===== src/hw/rtl/slfc_pkg.sv =====
// Shared types, constants and lookup functions for the sensor link frame codec.
// Depends on nothing; every other file of the codec depends on it.
package slfc_pkg;

  localparam int unsigned TYPE_W = 5;

  localparam logic [7:0] FRAME_HEADER   = 8'h2A;
  localparam logic [7:0] CRC_POLY       = 8'h31;
  localparam logic [7:0] CRC_INIT       = 8'hFF;
  localparam logic [7:0] FLAG_SYS_ERR   = 8'h31;
  localparam logic [7:0] FLAG_FRAME_ERR = 8'h32;
  localparam logic [7:0] FILLER_BYTE    = 8'h55;
  localparam logic [TYPE_W-1:0] TYPE_COUNT = 5'd20;

  // Result status codes
  localparam logic [1:0] ST_OK      = 2'd0;
  localparam logic [1:0] ST_BADTYPE = 2'd1;
  localparam logic [1:0] ST_REJECT  = 2'd2;

  // Operation codes
  localparam logic OP_BUILD = 1'b0;
  localparam logic OP_CHECK = 1'b1;

  // Packing rules for building a frame
  localparam logic [1:0] PK_PARAM_FILL = 2'd0;  // param low byte, filler
  localparam logic [1:0] PK_ZERO_FILL  = 2'd1;  // zero, filler
  localparam logic [1:0] PK_ZERO_PARAM = 2'd2;  // zero, param low byte
  localparam logic [1:0] PK_FULL       = 2'd3;  // whole 16-bit parameter

  // Parsing rules for a received frame
  localparam logic [2:0] PR_FFZ_LOW  = 3'd0;  // reject FF/00, low byte
  localparam logic [2:0] PR_FF_LOW   = 3'd1;  // reject high FF, low byte
  localparam logic [2:0] PR_FF_FULL  = 3'd2;  // reject high FF, 16-bit value
  localparam logic [2:0] PR_CALIB    = 3'd3;  // calibration acknowledge
  localparam logic [2:0] PR_FFZ_FULL = 3'd4;  // reject FF/00, 16-bit value

  typedef struct packed {
    logic              operation;
    logic [TYPE_W-1:0] control_type;
    logic [15:0]       parameter_req;
    logic [7:0]        rx_header;
    logic [7:0]        rx_flag;
    logic [7:0]        rx_data_high;
    logic [7:0]        rx_data_low;
    logic [7:0]        rx_check;
  } in_word_t;

  typedef struct packed {
    logic [7:0]  tx_header;
    logic [7:0]  tx_flag;
    logic [7:0]  tx_data_high;
    logic [7:0]  tx_data_low;
    logic [7:0]  tx_check;
    logic [15:0] value;
    logic [1:0]  status;
  } out_word_t;

  function automatic logic [7:0] flag_of(input logic [TYPE_W-1:0] ty);
    logic [7:0] f;
    case (ty)
      5'd0:    f = 8'h2F;
      5'd1:    f = 8'h2E;
      5'd2:    f = 8'h22;
      5'd3:    f = 8'h23;
      5'd4:    f = 8'h24;
      5'd5:    f = 8'h25;
      5'd6:    f = 8'h26;
      5'd7:    f = 8'h91;
      5'd8:    f = 8'h92;
      5'd9:    f = 8'h93;
      5'd10:   f = 8'h94;
      5'd11:   f = 8'h97;
      5'd12:   f = 8'h95;
      5'd13:   f = 8'h96;
      5'd14:   f = 8'hC1;
      5'd15:   f = 8'hC2;
      5'd16:   f = 8'hC3;
      5'd17:   f = 8'hC4;
      5'd18:   f = 8'hC6;
      5'd19:   f = 8'hC7;
      default: f = 8'h00;
    endcase
    return f;
  endfunction

  function automatic logic [1:0] pack_rule_of(input logic [TYPE_W-1:0] ty);
    logic [1:0] r;
    case (ty)
      5'd0, 5'd5:                           r = PK_PARAM_FILL;
      5'd1, 5'd2, 5'd3, 5'd4, 5'd6, 5'd11:  r = PK_ZERO_FILL;
      5'd7, 5'd12, 5'd13, 5'd16:            r = PK_FULL;
      default:                              r = PK_ZERO_PARAM;
    endcase
    return r;
  endfunction

  function automatic logic [2:0] parse_rule_of(input logic [TYPE_W-1:0] ty);
    logic [2:0] r;
    case (ty)
      5'd1, 5'd3, 5'd8, 5'd9, 5'd10:  r = PR_FF_LOW;
      5'd2, 5'd4, 5'd5, 5'd6, 5'd7:   r = PR_FF_FULL;
      5'd11:                          r = PR_CALIB;
      5'd12, 5'd13, 5'd16:            r = PR_FFZ_FULL;
      default:                        r = PR_FFZ_LOW;
    endcase
    return r;
  endfunction

  // One byte of CRC-8, MSB first, no reflection.
  function automatic logic [7:0] crc_byte(input logic [7:0] crc, input logic [7:0] b);
    logic [7:0] c;
    c = crc ^ b;
    for (int i = 0; i < 8; i++) begin
      c = c[7] ? ({c[6:0], 1'b0} ^ CRC_POLY) : {c[6:0], 1'b0};
    end
    return c;
  endfunction

  // CRC over flag and both data bytes; a fixed XOR network.
  function automatic logic [7:0] crc3(input logic [7:0] a, input logic [7:0] b,
                                      input logic [7:0] c);
    return crc_byte(crc_byte(crc_byte(CRC_INIT, a), b), c);
  endfunction

endpackage


===== src/hw/rtl/slfc_in_if.sv =====
// Input channel of the frame codec: valid/ready handshake with one request word.
// Depends on slfc_pkg for the word type.
interface slfc_in_if;
  logic                valid;
  logic                ready;
  slfc_pkg::in_word_t  payload;

  modport source (output valid, output payload, input ready);
  modport sink   (input valid, input payload, output ready);
endinterface


===== src/hw/rtl/slfc_out_if.sv =====
// Result channel of the frame codec: valid/ready handshake with one result word.
// Depends on slfc_pkg for the word type.
interface slfc_out_if;
  logic                valid;
  logic                ready;
  slfc_pkg::out_word_t payload;

  modport source (output valid, output payload, input ready);
  modport sink   (input valid, input payload, output ready);
endinterface


===== src/hw/rtl/slfc_build.sv =====
// Command frame builder: flag lookup, data byte packing and CRC.
// Depends on slfc_pkg.
module slfc_build (
  input  slfc_pkg::in_word_t  req,
  output slfc_pkg::out_word_t res
);
  import slfc_pkg::*;

  logic [7:0] flag;
  logic [7:0] dh;
  logic [7:0] dl;

  always_comb begin
    flag = flag_of(req.control_type);
    case (pack_rule_of(req.control_type))
      PK_PARAM_FILL: begin
        dh = req.parameter_req[7:0];
        dl = FILLER_BYTE;
      end
      PK_ZERO_FILL: begin
        dh = 8'h00;
        dl = FILLER_BYTE;
      end
      PK_ZERO_PARAM: begin
        dh = 8'h00;
        dl = req.parameter_req[7:0];
      end
      default: begin
        dh = req.parameter_req[15:8];
        dl = req.parameter_req[7:0];
      end
    endcase
  end

  always_comb begin
    res = '0;
    if (req.control_type >= TYPE_COUNT) begin
      res.status = ST_BADTYPE;
    end else begin
      res.tx_header    = FRAME_HEADER;
      res.tx_flag      = flag;
      res.tx_data_high = dh;
      res.tx_data_low  = dl;
      res.tx_check     = crc3(flag, dh, dl);
      res.status       = ST_OK;
    end
  end

endmodule


===== src/hw/rtl/slfc_check.sv =====
// Received frame checker: header, flag and CRC tests, then per-type parsing.
// Depends on slfc_pkg.
module slfc_check (
  input  slfc_pkg::in_word_t  req,
  output slfc_pkg::out_word_t res
);
  import slfc_pkg::*;

  logic        frame_bad;
  logic        parse_bad;
  logic        ffzero;
  logic [15:0] parsed;

  assign frame_bad = (req.rx_header != FRAME_HEADER) ||
                     (req.rx_flag == FLAG_SYS_ERR) || (req.rx_flag == FLAG_FRAME_ERR) ||
                     (req.rx_flag != flag_of(req.control_type)) ||
                     (req.rx_check != crc3(req.rx_flag, req.rx_data_high, req.rx_data_low));

  assign ffzero = (req.rx_data_high == 8'hFF) && (req.rx_data_low == 8'h00);

  always_comb begin
    case (parse_rule_of(req.control_type))
      PR_FFZ_LOW: begin
        parse_bad = ffzero;
        parsed    = {8'h00, req.rx_data_low};
      end
      PR_FF_LOW: begin
        parse_bad = (req.rx_data_high == 8'hFF);
        parsed    = {8'h00, req.rx_data_low};
      end
      PR_FF_FULL: begin
        parse_bad = (req.rx_data_high == 8'hFF);
        parsed    = {req.rx_data_high, req.rx_data_low};
      end
      PR_CALIB: begin
        // Calibration only acknowledges the fixed pattern 00/55.
        parse_bad = !((req.rx_data_high == 8'h00) && (req.rx_data_low == FILLER_BYTE));
        parsed    = 16'h0000;
      end
      default: begin
        parse_bad = ffzero;
        parsed    = {req.rx_data_high, req.rx_data_low};
      end
    endcase
  end

  always_comb begin
    res = '0;
    if (req.control_type >= TYPE_COUNT) begin
      res.status = ST_BADTYPE;
    end else if (frame_bad || parse_bad) begin
      res.status = ST_REJECT;
    end else begin
      res.value  = parsed;
      res.status = ST_OK;
    end
  end

endmodule


===== src/hw/rtl/sensor_link_frame_codec_unit.sv =====
// Top level of the sensor link frame codec: input register, builder and
// checker, result register. Depends on slfc_pkg, slfc_in_if, slfc_out_if,
// slfc_build and slfc_check.
//
//   channel   direction  handshake        word
//   in_if     sink       valid / ready    slfc_pkg::in_word_t (request)
//   out_if    source     valid / ready    slfc_pkg::out_word_t (result)
//
// A word's result is offered from the result register: the word first sits in
// the input register, then moves on to the result register once that is free.
// One word is taken every cycle while the result side keeps accepting; flag
// lookup, CRC and compares sit between the two registers.
// Reset (rst_n low at a clock edge) empties both stages. A stall at out_if
// holds the result register and the input register fills behind it; in_if
// then drops ready until the result is taken.
module sensor_link_frame_codec_unit (
  input logic              clk,
  input logic              rst_n,
  slfc_in_if.sink          in_if,
  slfc_out_if.source       out_if
);
  import slfc_pkg::*;

  // Input register stage
  logic      s1_valid_r;
  logic      s1_valid_nxt;
  in_word_t  s1_word_r;

  // Result register stage
  logic      out_valid_r;
  logic      out_valid_nxt;
  out_word_t out_word_r;

  out_word_t build_res;
  out_word_t check_res;
  out_word_t result;

  logic      out_free;   // result register can take a new word this cycle
  logic      s1_adv;     // input stage hands its word on
  logic      in_take;

  // The result register frees up when empty or when its word is being taken;
  // the input stage may then advance, and so may take a new word.
  assign out_free = !out_valid_r || out_if.ready;
  assign s1_adv   = s1_valid_r && out_free;
  assign in_if.ready = !s1_valid_r || out_free;
  assign in_take  = in_if.valid && in_if.ready;

  slfc_build u_build (
    .req (s1_word_r),
    .res (build_res)
  );

  slfc_check u_check (
    .req (s1_word_r),
    .res (check_res)
  );

  assign result = (s1_word_r.operation == OP_CHECK) ? check_res : build_res;

  always_comb begin
    s1_valid_nxt = in_take || (s1_valid_r && !out_free);
    out_valid_nxt = s1_adv || (out_valid_r && !out_if.ready);
  end

  always_ff @(posedge clk) begin
    if (!rst_n) begin
      s1_valid_r  <= 1'b0;
      out_valid_r <= 1'b0;
    end else begin
      s1_valid_r  <= s1_valid_nxt;
      out_valid_r <= out_valid_nxt;
    end
  end

  // Payload registers carry no reset; the valid flags qualify them.
  always_ff @(posedge clk) begin
    if (in_take) begin
      s1_word_r <= in_if.payload;
    end
    if (s1_adv) begin
      out_word_r <= result;
    end
  end

  assign out_if.valid   = out_valid_r;
  assign out_if.payload = out_word_r;

`ifndef NO_ASSERTIONS
  a_reset_empties: assert property (@(posedge clk)
    !rst_n |=> (!s1_valid_r && !out_valid_r))
    else $error("pipeline not empty after reset");

  a_advance_fills_output: assert property (@(posedge clk) disable iff (!rst_n)
    s1_adv |=> out_valid_r)
    else $error("word from input stage did not reach result register");

  a_bad_type_status: assert property (@(posedge clk) disable iff (!rst_n)
    (s1_adv && (s1_word_r.control_type >= TYPE_COUNT)) |=>
      (out_word_r.status == ST_BADTYPE))
    else $error("invalid control type not flagged");

  a_value_zero_unless_ok: assert property (@(posedge clk) disable iff (!rst_n)
    (out_valid_r && (out_word_r.status != ST_OK)) |-> (out_word_r.value == 16'h0000))
    else $error("value not zero on failed result");

  a_reject_no_frame: assert property (@(posedge clk) disable iff (!rst_n)
    (out_valid_r && (out_word_r.status == ST_REJECT)) |-> (out_word_r.tx_header == 8'h00))
    else $error("rejected frame carries built bytes");
`endif

endmodule

===== src/flat_wrapper.sv =====
// flat-port wrapper written by rule: the top's interface ports become plain ports
module sensor_link_frame_codec_unit_flat import slfc_pkg::*;
  (clk, rst_n, in_if_valid, in_if_payload, in_if_ready, out_if_valid, out_if_payload, out_if_ready);
  slfc_in_if in_if_i ();
  slfc_out_if out_if_i ();
  input logic clk;
  input logic rst_n;
  input wire logic [$bits(in_if_i.valid)-1:0] in_if_valid;
  input wire logic [$bits(in_if_i.payload)-1:0] in_if_payload;
  output wire logic [$bits(in_if_i.ready)-1:0] in_if_ready;
  output wire logic [$bits(out_if_i.valid)-1:0] out_if_valid;
  output wire logic [$bits(out_if_i.payload)-1:0] out_if_payload;
  input wire logic [$bits(out_if_i.ready)-1:0] out_if_ready;
  assign in_if_i.valid = in_if_valid;
  assign in_if_i.payload = in_if_payload;
  assign in_if_ready = in_if_i.ready;
  assign out_if_valid = out_if_i.valid;
  assign out_if_payload = out_if_i.payload;
  assign out_if_i.ready = out_if_ready;
  sensor_link_frame_codec_unit u_core (.clk(clk), .rst_n(rst_n), .in_if(in_if_i), .out_if(out_if_i));
endmodule

===== config.mk =====
export PLATFORM = sky130hd
export DESIGN_NAME = sensor_link_frame_codec_unit_flat
export DESIGN_NICKNAME = d
export VERILOG_FILES = /design/src/hw/rtl/slfc_pkg.sv /design/src/hw/rtl/slfc_in_if.sv /design/src/hw/rtl/slfc_out_if.sv /design/src/hw/rtl/slfc_build.sv /design/src/hw/rtl/slfc_check.sv /design/src/hw/rtl/sensor_link_frame_codec_unit.sv /design/src/flat_wrapper.sv
export SDC_FILE = /design/constraint.sdc
export NUM_CORES = 1
export LEC_CHECK = 0
export BUFFER_PORTS_ARGS = -buffer_cell sky130_fd_sc_hd__buf_2
export CAP_MARGIN = 20
export CELL_PAD_IN_SITES_DETAIL_PLACEMENT = 1
export CELL_PAD_IN_SITES_GLOBAL_PLACEMENT = 1
export CORE_MARGIN = 3
export CORE_UTILIZATION = 34
export DETAILED_ROUTE_END_ITERATION = 8
export PLACE_DENSITY_LB_ADDON = 0.1
export SLEW_MARGIN = 10
export SYNTH_ARGS = -nofsm -noshare
export SYNTH_HDL_FRONTEND = slang
export SYNTH_HIERARCHICAL = 1
export SYNTH_SLANG_ARGS = --single-unit

===== constraint.sdc =====
create_clock -name clk -period 4.8 [get_ports clk]
set_input_delay 0.48 -clock clk [delete_from_list [all_inputs] [get_ports clk]]
set_output_delay 0.48 -clock clk [all_outputs]
set_load 0.02 [all_outputs]

==> impl_metrics.json <==
{
  "cts_tree": "built",
  "final_core_util_pct": 40.5,
  "critPathLaunchType": "flip-flop",
  "synth_edf_count": 120,
  "synth_area_sq_mm": 0.00794,
  "cp_slowest_cell": "edfxtp_1",
  "htree_num_levels": 4,
  "tns_ns": 0,
  "fmax_mhz": 234,
  "track_usage_pct": 14.5,
  "ys.warnings.count": 6,
  "wl_met2_mm": 8.98,
  "grt_max_degree": 59,
  "antenna_found_initial": 1,
  "fin_nets": 826,
  "gp_congestion": 0.811,
  "first_pass_iters": 6,
  "relSlewSlack_pct": 42.5,
  "drive_above_1_share_pct": 36.8,
  "drv_slew": 0,
  "outcome": "completed",
  "tightest_slew_ns": 0.862,
  "post_cts_buffers": 0,
  "power_density_mw_per_mm2": 436,
  "area_growth_pct": 16.1,
  "hold_ws_ns": 0.238,
  "worstHoldPathType": "primary input to flip-flop",
  "critical-path-max-stage-delay_ns": 0.58,
  "synth.distinct_cells": 68,
  "setup_viol": 0,
  "cts_hold_buf": 0,
  "maxCapViolCount": 0,
  "yosys.cell_count.top_type": "edfxtp_1",
  "ant_nets": 0,
  "synth-seq-cells": 122,
  "placed_cells": 1035,
  "synthArstFlopShare_pct": 0,
  "finalCriticalPeriod_ns": 4.27,
  "start_util_pct": 34.8,
  "cp_max_fo": 13,
  "hold_viol": 0,
  "synth_top_cell_area_share_pct": 45.4,
  "cts-buffers-inserted": 17,
  "grt_pass1_wl_mm": 28.7,
  "drtIter0Drc": 157,
  "coreArea_sq_mm": 0.0228,
  "synth_area_leader_cell": "edfxtp_1",
  "maxUsedRoutingLayer": "met5",
  "rsz0062_at_grt": "no",
  "p_leak_nw": 3.83,
  "die-height_um": 159,
  "route.met3.wl_um": 742,
  "avgSynthCellArea_sq_um": 12.9,
  "ctsResizeCount": 0,
  "finalCritPeriodShare_pct": 88.9,
  "grt_pass1_vias": 5233,
  "fp.dieArea_sq_mm": 0.0252,
  "cts_sinks": 122,
  "clk_pin_slew_ns": 0.06,
  "synth_area_leaders": "edfxtp_1 45%, buf_4 6.3%, mux2_2 5.7%, xnor2_1 5.3%, mux2_4 3.8%",
  "drc": 0,
  "clock_skew_ns": 0.00860,
  "critPathArrivalTime_ns": 4.42,
  "synth_mux_area_share_pct": 10.2,
  "grt_overflow": 0,
  "synth_xor_area_share_pct": 17.1,
  "synth_cells": 614,
  "cts-root-buf": "clkbuf_16",
  "ys.flop_type": "edfxtp_1",
  "ir_drop_mv": 0.200,
  "synth-seq-area-share_pct": 45.9,
  "antennaDiodeCount": 0,
  "routedWlPerCell_um": 16.6,
  "met1_length_mm": 7.74,
  "die_x_um": 159,
  "worst-setup-path-type": "flip-flop to flip-flop",
  "fin_ws_ns": 0.534,
  "pre_cts_ws_ns": 0.481,
  "finalWirelength_mm": 17.8,
  "ioPinCount": 126,
  "cp.required_ns": 4.96,
  "vias_per_cell": 4.49,
  "routed-via-count": 4795,
  "stdcell_count": 1068,
  "crit_chain": "ha_1 -> and2_4 -> or3_1 -> nor3_4 -> a22oi_2 -> xnor2_2 -> xnor3_2 -> xor2_2 -> xnor2_4 -> nor3_1 -> a21o_1 -> mux2_2",
  "synth_top_family_by_area": "XOR/XNOR gates",
  "ys_top_cells_by_count": "120 x edfxtp_1, 67 x buf_4, 48 x xnor2_1",
  "dpl.hpwl_mm": 13.3,
  "port-buffer-count": 125,
  "crit_path_end_kind": "flip-flop",
  "core.rowCount": 55,
  "synth_compound_area_share_pct": 5.17,
  "insertion_delay_ns": 0.42,
  "yosys.area_share.adder_pct": 2.84,
  "fill_cells": 2447,
  "synth-simple-area-share_pct": 9.71,
  "clockBufferDepth": 2
}
## worst max-delay path: cells and delay by family (launching register included)
| kind | cells | cell delay [ns] |
|---|---|---|
| XOR/XNOR | 4 | 1.27 |
| AND/OR/NAND/NOR | 4 | 1.24 |
| flip-flops | 1 | 0.58 |
| adder cells (fa/ha/maj) | 1 | 0.34 |
| AO/OA/AOI/OAI | 2 | 0.34 |
| multiplexers | 1 | 0.25 |
## flip-flops by register name (all words and copies together) (netlist names)
register,flops
u_core/s1_word_r,62
u_core/out_if.payload,58
u_core/s1_valid_r,1
u_core/out_if.valid,1
## cell families after synthesis
| family | Yosys count |
|---|---|
| AO/OA/AOI/OAI | 54 |
| buffers and inverters | 105 |
| adder cells (fa/ha/maj) | 18 |
| flip-flops | 122 |
| AND/OR/NAND/NOR | 139 |
| other | 2 |
| XOR/XNOR | 108 |
| multiplexers | 66 |
## power by group
group / switching [mW] / internal [mW] / total, mW
logic: 0.730 / 0.746 / 1.48
clock network: 0.449 / 0.761 / 1.21
registers: 0.0526 / 1.28 / 1.33
## worst paths after layout
check,start,to,slack [ns],cells past startpoint
hold reg to reg,u_core/out_if.valid,u_core/s1_valid_r,0.57,2
setup / recovery,u_core/s1_word_r[57],u_core/out_if.payload[22],0.53,12
hold / removal,in_if_payload[37],u_core/s1_word_r[37],0.24,1
setup reg to reg,u_core/s1_word_r[57],u_core/out_if.payload[22],0.53,12
## cells in the final DEF (no fill, tap or decap), drive strengths merged, types with 3 or more instances in the layout
| master | instances |
|---|---|
| clkinv | 5 |
| nand3 | 10 |
| clkbuf | 24 |
| nor2 | 35 |
| ha | 18 |
| edfxtp | 120 |
| nor2b | 7 |
| nand4 | 7 |
| o21a | 3 |
| a31oi | 3 |
| buf | 137 |
| xor2 | 30 |
| and3 | 6 |
| nor4b | 4 |
| mux2 | 60 |
| nand3b | 5 |
| a22o | 4 |
| nor3 | 22 |
| mux2i | 6 |
| a21oi | 9 |
| inv | 17 |
| xor3 | 3 |
| xnor3 | 18 |
| conb | 62 |
| nand2 | 29 |
| or2 | 3 |
| xnor2 | 57 |
| nor4 | 3 |
| a22oi | 5 |
| o21ai | 11 |
## per-layer routing
| layer | vias up | global-route usage (%) |
|---|---|---|
| met5 | - | 0 |
| met4 | 2 | 5.17 |
| met3 | 20 | 3.81 |
| met2 | 101 | 24.9 |
| met1 | 2344 | 17.5 |
| li1 | 2328 | - |
## layout make-up
type | instances | area [sq um] | area share, %
Tap cell | 313 | 392 | 4.25
Clock inverter | 8 | 70.1 | 0.760
Sequential cell | 122 | 3640 | 39.5
Timing Repair Buffer | 137 | 728 | 7.90
Multi-Input combinational cell | 447 | 3830 | 41.5
Inverter | 17 | 63.8 | 0.692
Clock buffer | 24 | 492 | 5.34
## stage by stage
stage | area (sq um) | power [mW]
floorplan | 8160 | 2.61
global placement | 8630 | 2.82
detailed placement | 8630 | 2.85
CTS | 9200 | 4.09
global route | 9220 | 4.26
finish | 9220 | 4.02
Power figures use the tool's default switching activity.
